<file path="src/hdl/bvpd_pkg.sv">
// Package: beat types, decode codes and accumulator state for the poll response decoder.
`default_nettype none

package bvpd_pkg;

    typedef struct packed {
        logic [7:0] resp_byte;
        logic       is_last;
        logic       is_empty_ack;
    } in_beat_t;

    typedef struct packed {
        logic [2:0] routing;
        logic [3:0] bill_type;
        logic [5:0] error_bits;
        logic [2:0] status_bits;
        logic       reenable_request;
    } out_beat_t;

    typedef struct packed {
        logic [2:0] routing;
        logic [3:0] bill_type;
        logic [5:0] errors;
        logic [2:0] status;
        logic       reenable;
    } acc_t;

    localparam logic [2:0] ROUTE_NONE     = 3'd0;
    localparam logic [2:0] ROUTE_STACKED  = 3'd1;
    localparam logic [2:0] ROUTE_ESCROW   = 3'd2;
    localparam logic [2:0] ROUTE_RETURNED = 3'd3;
    localparam logic [2:0] ROUTE_REJECTED = 3'd4;
    localparam logic [2:0] ROUTE_RECYCLER = 3'd5;

    localparam logic [2:0] RCODE_STACKED  = 3'd0;
    localparam logic [2:0] RCODE_ESCROW   = 3'd1;
    localparam logic [2:0] RCODE_RETURNED = 3'd2;
    localparam logic [2:0] RCODE_RECYCLER = 3'd3;
    localparam logic [2:0] RCODE_REJECTED = 3'd4;

    localparam logic [3:0] RC_MOTOR    = 4'h6;
    localparam logic [3:0] RC_ROM      = 4'h8;
    localparam logic [3:0] RC_REENABLE = 4'h9;

    localparam logic [3:0] VS_MOTOR    = 4'h1;
    localparam logic [3:0] VS_SENSOR   = 4'h2;
    localparam logic [3:0] VS_BUSY     = 4'h3;
    localparam logic [3:0] VS_ROM      = 4'h4;
    localparam logic [3:0] VS_JAM      = 4'h5;
    localparam logic [3:0] VS_RESET    = 4'h6;
    localparam logic [3:0] VS_CASHBOX  = 4'h8;
    localparam logic [3:0] VS_DISABLED = 4'h9;
    localparam logic [3:0] VS_REMOVAL  = 4'hC;

    localparam int ERR_MOTOR   = 0;
    localparam int ERR_SENSOR  = 1;
    localparam int ERR_ROM     = 2;
    localparam int ERR_JAM     = 3;
    localparam int ERR_CASHBOX = 4;
    localparam int ERR_REMOVAL = 5;

    localparam int ST_BUSY     = 0;
    localparam int ST_RESET    = 1;
    localparam int ST_DISABLED = 2;

endpackage

`default_nettype wire

</file>
<file path="src/hdl/bill_validator_poll_decode.sv">
// Top level: registered bill validator poll response decoder.
//
//   channel  direction  handshake              beat type
//   in       input      in_valid / in_ready    bvpd_pkg::in_beat_t
//   out      output     out_valid / out_ready  bvpd_pkg::out_beat_t
//
// One beat per cycle sustained unless an ending beat stalls; a beat waits in the
// input register, is decoded into the accumulators and, on the last byte or an
// empty acknowledge, shows on out the cycle after from the output register.
// Reset clears the accumulators, the sticky bill type and both valid flags.
// A waiting result stalls only the next ending beat: hold it in the input register
// and drop in_ready until out is taken; non-ending beats keep advancing meanwhile.
`default_nettype none

module bill_validator_poll_decode (
    input  logic                clk,
    input  logic                rst_n,
    input  logic                in_valid,
    output logic                in_ready,
    input  bvpd_pkg::in_beat_t  in_data,
    output logic                out_valid,
    input  logic                out_ready,
    output bvpd_pkg::out_beat_t out_data
);
    import bvpd_pkg::*;

    logic      in_vld_reg;
    in_beat_t  in_beat_reg;
    acc_t      acc_reg;
    acc_t      acc_next;
    logic      mid_reg;
    logic      mid_next;
    logic      emit;
    logic      advance;
    logic      out_vld_reg;
    logic      out_vld_next;
    out_beat_t out_beat_reg;

    bvpd_decode u_decode (
        .beat         (in_beat_reg),
        .acc          (acc_reg),
        .mid_response (mid_reg),
        .acc_next     (acc_next),
        .mid_next     (mid_next),
        .emit         (emit)
    );

    assign advance  = in_vld_reg && (!emit || !out_vld_reg || out_ready);
    assign in_ready = !in_vld_reg || advance;

    always_comb
    begin
        out_vld_next = out_vld_reg && !out_ready;
        if (advance && emit)
        begin
            out_vld_next = 1'b1;
        end
    end

    always_ff @(posedge clk or negedge rst_n)
    begin
        if (!rst_n)
        begin
            in_vld_reg  <= 1'b0;
            out_vld_reg <= 1'b0;
            mid_reg     <= 1'b0;
            acc_reg     <= '0;
        end
        else
        begin
            if (in_ready)
            begin
                in_vld_reg <= in_valid;
            end
            out_vld_reg <= out_vld_next;
            if (advance)
            begin
                acc_reg <= acc_next;
                mid_reg <= mid_next;
            end
        end
    end

    always_ff @(posedge clk)
    begin
        if (in_ready && in_valid)
        begin
            in_beat_reg <= in_data;
        end
        if (advance && emit)
        begin
            out_beat_reg.routing          <= acc_next.routing;
            out_beat_reg.bill_type        <= acc_next.bill_type;
            out_beat_reg.error_bits       <= acc_next.errors;
            out_beat_reg.status_bits      <= acc_next.status;
            out_beat_reg.reenable_request <= acc_next.reenable;
        end
    end

    assign out_valid = out_vld_reg;
    assign out_data  = out_beat_reg;

    a_emit_shows: assert property (@(posedge clk) disable iff (!rst_n)
        advance && emit |=> out_vld_reg)
        else $error("ending beat gave no result");

    a_end_clears_mid: assert property (@(posedge clk) disable iff (!rst_n)
        advance && emit |=> !mid_reg)
        else $error("response still open after its result");

    a_no_overwrite: assert property (@(posedge clk) disable iff (!rst_n)
        out_vld_reg && !out_ready |-> !(advance && emit))
        else $error("waiting result overwritten");

    a_stall_holds: assert property (@(posedge clk) disable iff (!rst_n)
        in_vld_reg && !advance |=> in_vld_reg && $stable(in_beat_reg))
        else $error("stalled input beat lost");

    a_routing_range: assert property (@(posedge clk) disable iff (!rst_n)
        out_vld_reg |-> (out_beat_reg.routing <= ROUTE_RECYCLER))
        else $error("routing code out of range");

endmodule

`default_nettype wire

</file>
<file path="src/hdl/bvpd_decode.sv">
// Byte decoder: next accumulator state and end-of-response flag for one beat.
`default_nettype none

module bvpd_decode (
    input  bvpd_pkg::in_beat_t beat,
    input  bvpd_pkg::acc_t     acc,
    input  logic               mid_response,
    output bvpd_pkg::acc_t     acc_next,
    output logic               mid_next,
    output logic               emit
);
    import bvpd_pkg::*;

    acc_t       base;
    logic [3:0] lo;
    logic [2:0] code;

    assign lo   = beat.resp_byte[3:0];
    assign code = beat.resp_byte[6:4];

    always_comb
    begin
        base = acc;
        if (beat.is_empty_ack || !mid_response)
        begin
            base.routing  = ROUTE_NONE;
            base.errors   = '0;
            base.status   = '0;
            base.reenable = 1'b0;
        end

        acc_next = base;
        if (beat.is_empty_ack)
        begin
            mid_next = 1'b0;
            emit     = 1'b1;
        end
        else
        begin
            mid_next = !beat.is_last;
            emit     = beat.is_last;
            if (beat.resp_byte[7])
            begin
                unique case (code)
                    RCODE_STACKED:  acc_next.routing = ROUTE_STACKED;
                    RCODE_ESCROW:
                    begin
                        acc_next.routing   = ROUTE_ESCROW;
                        acc_next.bill_type = lo;
                    end
                    RCODE_RETURNED: acc_next.routing = ROUTE_RETURNED;
                    RCODE_RECYCLER: acc_next.routing = ROUTE_RECYCLER;
                    RCODE_REJECTED: acc_next.routing = ROUTE_REJECTED;
                    default:        acc_next.routing = ROUTE_NONE;
                endcase
            end
            else if (beat.resp_byte[5])
            begin
                unique case (lo)
                    RC_MOTOR:    acc_next.errors[ERR_MOTOR] = 1'b1;
                    RC_ROM:      acc_next.errors[ERR_ROM]   = 1'b1;
                    RC_REENABLE: acc_next.reenable          = 1'b1;
                    default:     acc_next.reenable          = base.reenable;
                endcase
            end
            else
            begin
                unique case (lo)
                    VS_MOTOR:    acc_next.errors[ERR_MOTOR]    = 1'b1;
                    VS_SENSOR:   acc_next.errors[ERR_SENSOR]   = 1'b1;
                    VS_BUSY:     acc_next.status[ST_BUSY]      = 1'b1;
                    VS_ROM:      acc_next.errors[ERR_ROM]      = 1'b1;
                    VS_JAM:      acc_next.errors[ERR_JAM]      = 1'b1;
                    VS_RESET:    acc_next.status[ST_RESET]     = 1'b1;
                    VS_CASHBOX:  acc_next.errors[ERR_CASHBOX]  = 1'b1;
                    VS_DISABLED: acc_next.status[ST_DISABLED]  = 1'b1;
                    VS_REMOVAL:  acc_next.errors[ERR_REMOVAL]  = 1'b1;
                    default:     acc_next.status               = base.status;
                endcase
            end
        end
    end

endmodule

`default_nettype wire
</file>
<file path="config.mk">
export PLATFORM = sky130hd
export DESIGN_NAME = bill_validator_poll_decode
export DESIGN_NICKNAME = d
export VERILOG_FILES = /design/src/hdl/bvpd_pkg.sv /design/src/hdl/bill_validator_poll_decode.sv /design/src/hdl/bvpd_decode.sv
export SDC_FILE = /design/constraint.sdc
export NUM_CORES = 1
export LEC_CHECK = 0
export BUFFER_PORTS_ARGS = -buffer_cell sky130_fd_sc_hd__buf_2
export CORE_MARGIN = 3
export CORE_UTILIZATION = 40
export CTS_CLUSTER_DIAMETER = 80
export DETAILED_ROUTE_END_ITERATION = 16
export PLACE_DENSITY = 0.71
export SYNTH_ARGS = -nofsm -noshare
export SYNTH_HDL_FRONTEND = slang
export SYNTH_SLANG_ARGS = --single-unit
export TNS_END_PERCENT = 10
</file>
<file path="constraint.sdc">
create_clock -name clk -period 2.3 [get_ports clk]
set_input_delay 0.115 -clock clk [delete_from_list [all_inputs] [get_ports clk]]
set_output_delay 0.115 -clock clk [all_outputs]
set_load 0.005 [all_outputs]
</file>
### After elaboration in Yosys (flattened, before gate mapping)

Cells that the tools add are included.

| storage, ports and cells | value |
|---|---|
| bits in registers | 47 |
| input port bits | 14 |
| logic and storage cells | 72 |

| cells by class | value |
|---|---|
| eq/ne operators | 13 |
| multiplexer cells | 28 |
| reduce and logical (&&, ||, !) cells | 15 |

Operators with widths:

| cell | number |
|---|---|
| $mux 10 | 2 |
| $mux 1 | 19 |
| $mux 17 | 1 |
| $pmux 3 s5 | 1 |
| $eq 4x3->1 const B | 3 |
| $eq 4x4->1 const B | 3 |
| $mux 3 | 3 |
| $eq 4x2->1 const B | 2 |
| $mux 7 | 1 |
| $eq 3x2->1 const B | 2 |
| $logic_not 1->1 | 6 |
| $eq 4x1->1 const B | 1 |
| $logic_and 1x1->1 | 4 |
| $logic_or 1x1->1 | 4 |
| $mux 4 | 1 |
| $eq 3x1->1 const B | 1 |
| $eq 3x3->1 const B | 1 |
| $logic_not 3->1 | 1 |

### Longest topological paths before layout

| depth | value |
|---|---|
| depth in word-level cells | 7 |
| mapped depth | 6 |
| mapped depth without buffers | 4 |

### Hierarchy

From an unflattened synthesis, not the netlist that was laid out.

| unflattened totals | value |
|---|---|
| cells, all modules | 195 |
| area total of the unflattened synthesis | 2362.3 um^2 |

By module, submodules not included:

| module | instances | cells each | area an instance (um^2) | sequential area each (um^2) |
|---|---|---|---|---|
| bill_validator_poll_decode | 1 | 140 | 1963.1 | 1311.3 |
| bvpd_decode | 1 | 55 | 399.1 | 0.0 |

### Worst setup path after synthesis

OpenSTA, ideal clock, no wires.

| timing | value |
|---|---|
| path type | register -> register |
| start | register in_beat_reg[0] in the netlist's numbering |
| end | register out_beat_reg (netlist bit out_data[0]), enable pin |
| data arrival time | 1.848 ns |
| required time | 1.910 ns |
| setup slack | 0.062 ns |
| cell stages (with the launch flop) | 6 |
| cells stage by stage | edfxtp_1 buf_2 nor2_1 o21ai_1 clkbuf_1 nor2_1 |

| between the ends | value |
|---|---|
| cells in the longest elaborated chain, start to end | 6 |

RTL lines:

| element | RTL line | source |
|---|---|---|
| from (decl) | bill_validator_poll_decode.sv:28 | `in_beat_t in_beat_reg;` |
| from (signal assigned) | bill_validator_poll_decode.sv:88 | `in_beat_reg <= in_data;` |
| $mux 1 * | bvpd_decode.sv:33 | `if (beat.is_empty_ack)` |
| $logic_not 1->1 | bill_validator_poll_decode.sv:48 | `assign advance = in_vld_reg && (!emit \|\| !out_vld_reg \|\| out_ready);` |
| $logic_or 1x1->1 (2 in a row) | bill_validator_poll_decode.sv:48 |  |
| $logic_and 1x1->1 | bill_validator_poll_decode.sv:48 |  |
| $logic_and 1x1->1 * | bill_validator_poll_decode.sv:90 | `if (advance && emit)` |
| to (decl) | bill_validator_poll_decode.sv:37 | `out_beat_t out_beat_reg;` |

Every way passes the cells marked *; elsewhere a longest branch is shown, timed or not.
A chain may end at the register's enable or synchronous reset.

### Final worst setup path

| timing | value |
|---|---|
| start | register in_beat_reg[9] in the netlist's numbering |
| end | register acc_reg[10] in the netlist's numbering |

| between the ends | value |
|---|---|
| cells in the longest elaborated chain, start to end | 2 |

RTL lines:

| element | RTL line | source |
|---|---|---|
| $mux 7 | bvpd_decode.sv:42 | `if (beat.resp_byte[7])` |
| $mux 17 | bvpd_decode.sv:33 |  |
| to (signal assigned) | bill_validator_poll_decode.sv:78 | `acc_reg <= acc_next;` |
| to (decl) | bill_validator_poll_decode.sv:29 | `acc_t acc_reg;` |

No other way between the ends.

==> results.py <==
metrics = {
    "clock_tree": {
        "ctsRootBufferMaster": "clkbuf_8",
        "clk_latency_ns": 0.30,
        "cts_tree": "yes",
        "clockBufferDepth": 2,
        "path_clk_slew_ns": 0.09,
        "cts_made_buffers": 5,
        "cts_setup_buffers": 0,
        "htree_levels": 2,
        "clock-sinks": 47,
    },
    "floorplanning": {
        "dieArea_mm2": 0.00599,
        "die_h_um": 77.4,
        "die_w_um": 77.4,
        "rows": 25,
        "core_area_mm2": 0.00482,
        "initial_core_util": 0.423,
        "io_pins": 33,
    },
    "timing": {
        "finalHoldViolCount": 0,
        "tightest_slew_ns": 0.708,
        "skew_ns": 0.00689,
        "min_period_ns": 1.91,
        "period_share": 0.831,
        "slew_headroom": 0.528,
        "tns_ns": 0,
        "max_freq_ghz": 0.523,
        "maxSlewViolCount": 0,
        "worst_slack_ns": 0.389,
        "finalSetupViolations": 0,
        "rsz0062_at_grt": "false",
    },
    "critical_path": {
        "r2r-start": "in_beat_reg[9]",
        "worstPathCellList": "nor2b_1 -> or3b_1 -> nand2b_4 -> mux2_4",
        "required_ns": 2.50,
        "reg2reg_slack_ns": 0.39,
        "reg2reg_to": "acc_reg[10]",
        "startpoint_type": "flop",
        "crit_type": "reg -> reg",
        "rr_worst_depth": 4,
        "cp_max_fo": 11,
        "worst_setup_path_end_kind": "flop",
        "crit_path_top_delay_cell": "edfxtp_1",
        "crit_arrival_ns": 2.11,
        "cpPeakStageDelay_ns": 0.56,
    },
    "placement": {
        "place_congestion": 0.761,
        "dp.cells": 258,
        "io_buffers": 32,
        "dp_hpwl_um": 2690,
        "place_ws_ns": 0.419,
    },
    "finish": {
        "final_common_cell": "buf_2",
        "regArea_mm2": 0.00131,
        "areaGrowthSynthToFinish_pct": 23.4,
        "num_antenna_cells": 0,
        "layout-drive-gt1-share": 0.262,
        "nFillCells": 443,
        "final_cells": 277,
        "fin_nets": 223,
        "mostFrequentLayoutCells": "32 x buf_2, 27 x edfxtp_1, 20 x nand2_1, 20 x dfrtp_1",
        "multi_input_area_um2": 666,
    },
    "routing": {
        "vias": 1405,
        "firstDrtPassIters": 4,
        "first_iter_violations": 84,
        "vias_per_cell": 5.07,
        "wl_um": 4060,
        "postRouteAntennaNets": 0,
        "drc": 0,
        "routedWlPerCell_um": 14.7,
    },
    "synth": {
        "ys_seq_area_frac": 0.643,
        "synthArstFlopShare": 0.426,
        "netlist_instances": 163,
        "syn_avg_cell_area_um2": 12.5,
        "syn_nets": 177,
        "yosysWarnings": 0,
        "ys_ff_latch": 47,
        "synthDistinctLibCells": 41,
        "synth-edff-count": 27,
        "synth_ff_type": "edfxtp_1",
        "syn_area_mm2": 0.00204,
    },
    "outcome": {
        "status": "complete, no violations",
    },
    "power_and_ir_drop": {
        "clock_power_share": 0.368,
        "ir_worst_vdd_mv": 0.562,
        "leakage_nw": 1.05,
        "swShare": 0.227,
        "intPower_mw": 1.51,
        "cellPowerDensity_mw_per_mm2": 776,
        "p_sw_mw": 0.444,
        "comb_power_share": 0.110,
        "seq_power_share": 0.521,
    },
    "global_routing": {
        "grt_max_degree": 21,
        "antenna_found_initial": 0,
        "overflow": 0,
        "grt_pass1_vias": 1465,
        "grt_use_total": 0.152,
        "grt_pass1_wl_um": 7020,
    },
    "hold_path": {
        "min_delay_worst_endpoint": "in_vld_reg",
        "min_delay_path_depth": 2,
        "holdCritStartpoint": "in_valid",
        "hold_path_class": "in -> reg",
    },
    "job": {
        "drv_cap": 0,
    },
}
power groups by stage:
stage               combinational (mW)  clock, mW  sequential, mW
finish                           0.215      0.719            1.02
global route                     0.241      0.778            1.03
CTS                              0.218      0.723            1.02
detailed placement               0.205          0            1.03
global placement                 0.198          0            1.03
floorplan                        0.131          0            1.02
per-layer routing:
layer	vias to the layer above	track usage	routed length (um)
met1	666	0.192	1750
li1	693	-	-
met5	-	0	0
met4	0	0.0676	63
met2	42	0.246	1990
met3	4	0.0406	249
cells by family after synthesis:
| kind of cell | share of synthesized area |
|---|---|
| mux | 0.0436 |
| buf+inv | 0.0301 |
| xor+xnor | 0.00430 |
| compound gates | 0.136 |
| simple gates | 0.142 |
| flops | 0.643 |
cells in the mapped netlist (4+ instances only):
library cell  count  area, um2
a22o_1            5       43.8
nor2b_1           5       31.3
edfxtp_1         27        811
nand2_1          20       75.1
o21ai_0          11       55.1
o31ai_1           5       37.5
a21oi_1           4       20.0
o21ai_1           4       20.0
nor2_1           11       41.3
dfrtp_1          20        500
clkbuf_1          6       22.5
worst max-delay path by stage:
stage | from | endpoint | slack, ns | cells past startpoint
global route | in_beat_reg[9] | acc_reg[13] | 0.32 | 4
CTS | in_beat_reg[9] | acc_reg[10] | 0.41 | 4
global placement | in_beat_reg[9] | acc_reg[11] | 0.47 | 4
finish | in_beat_reg[9] | acc_reg[10] | 0.39 | 4
floorplan | in_beat_reg[0] | out_data[0] | 0.06 | 5
detailed placement | in_beat_reg[9] | acc_reg[11] | 0.42 | 4
worst max-delay path, delay by kind of cell (launching register included):
kind          cells  cell delay, ns
flops             1            0.56
mux               1            0.29
simple gates      3            0.96
repair_timing:
item	in CTS	in global routing
resized for setup	0	0
endpoints found under the hold margin	30	0
hold buffers	11	0
stage by stage:
stage	power [mW]	area [um2]	hold WS (ns)	utilization
3_3_place_gp	1.23	2270	0.0982	0.471
4_1_cts	1.96	2510	0.0187	0.522
2_1_floorplan	1.15	2040	-0.181	-
5_1_grt	2.05	2510	0.0204	0.522
6_report	1.95	2510	0.0305	0.522
3_5_place_dp	1.24	2270	0.107	0.471
area by class of cell:
cell class,count,area share
flip-flops and latches,47,0.521
multi-input cells,104,0.265
repair buffers,48,0.122
well taps,67,0.0333
clock buffers,5,0.0274
clock inverters,3,0.0264
inverters,3,0.00448
Note: power is estimated with default switching activity, not from simulation.
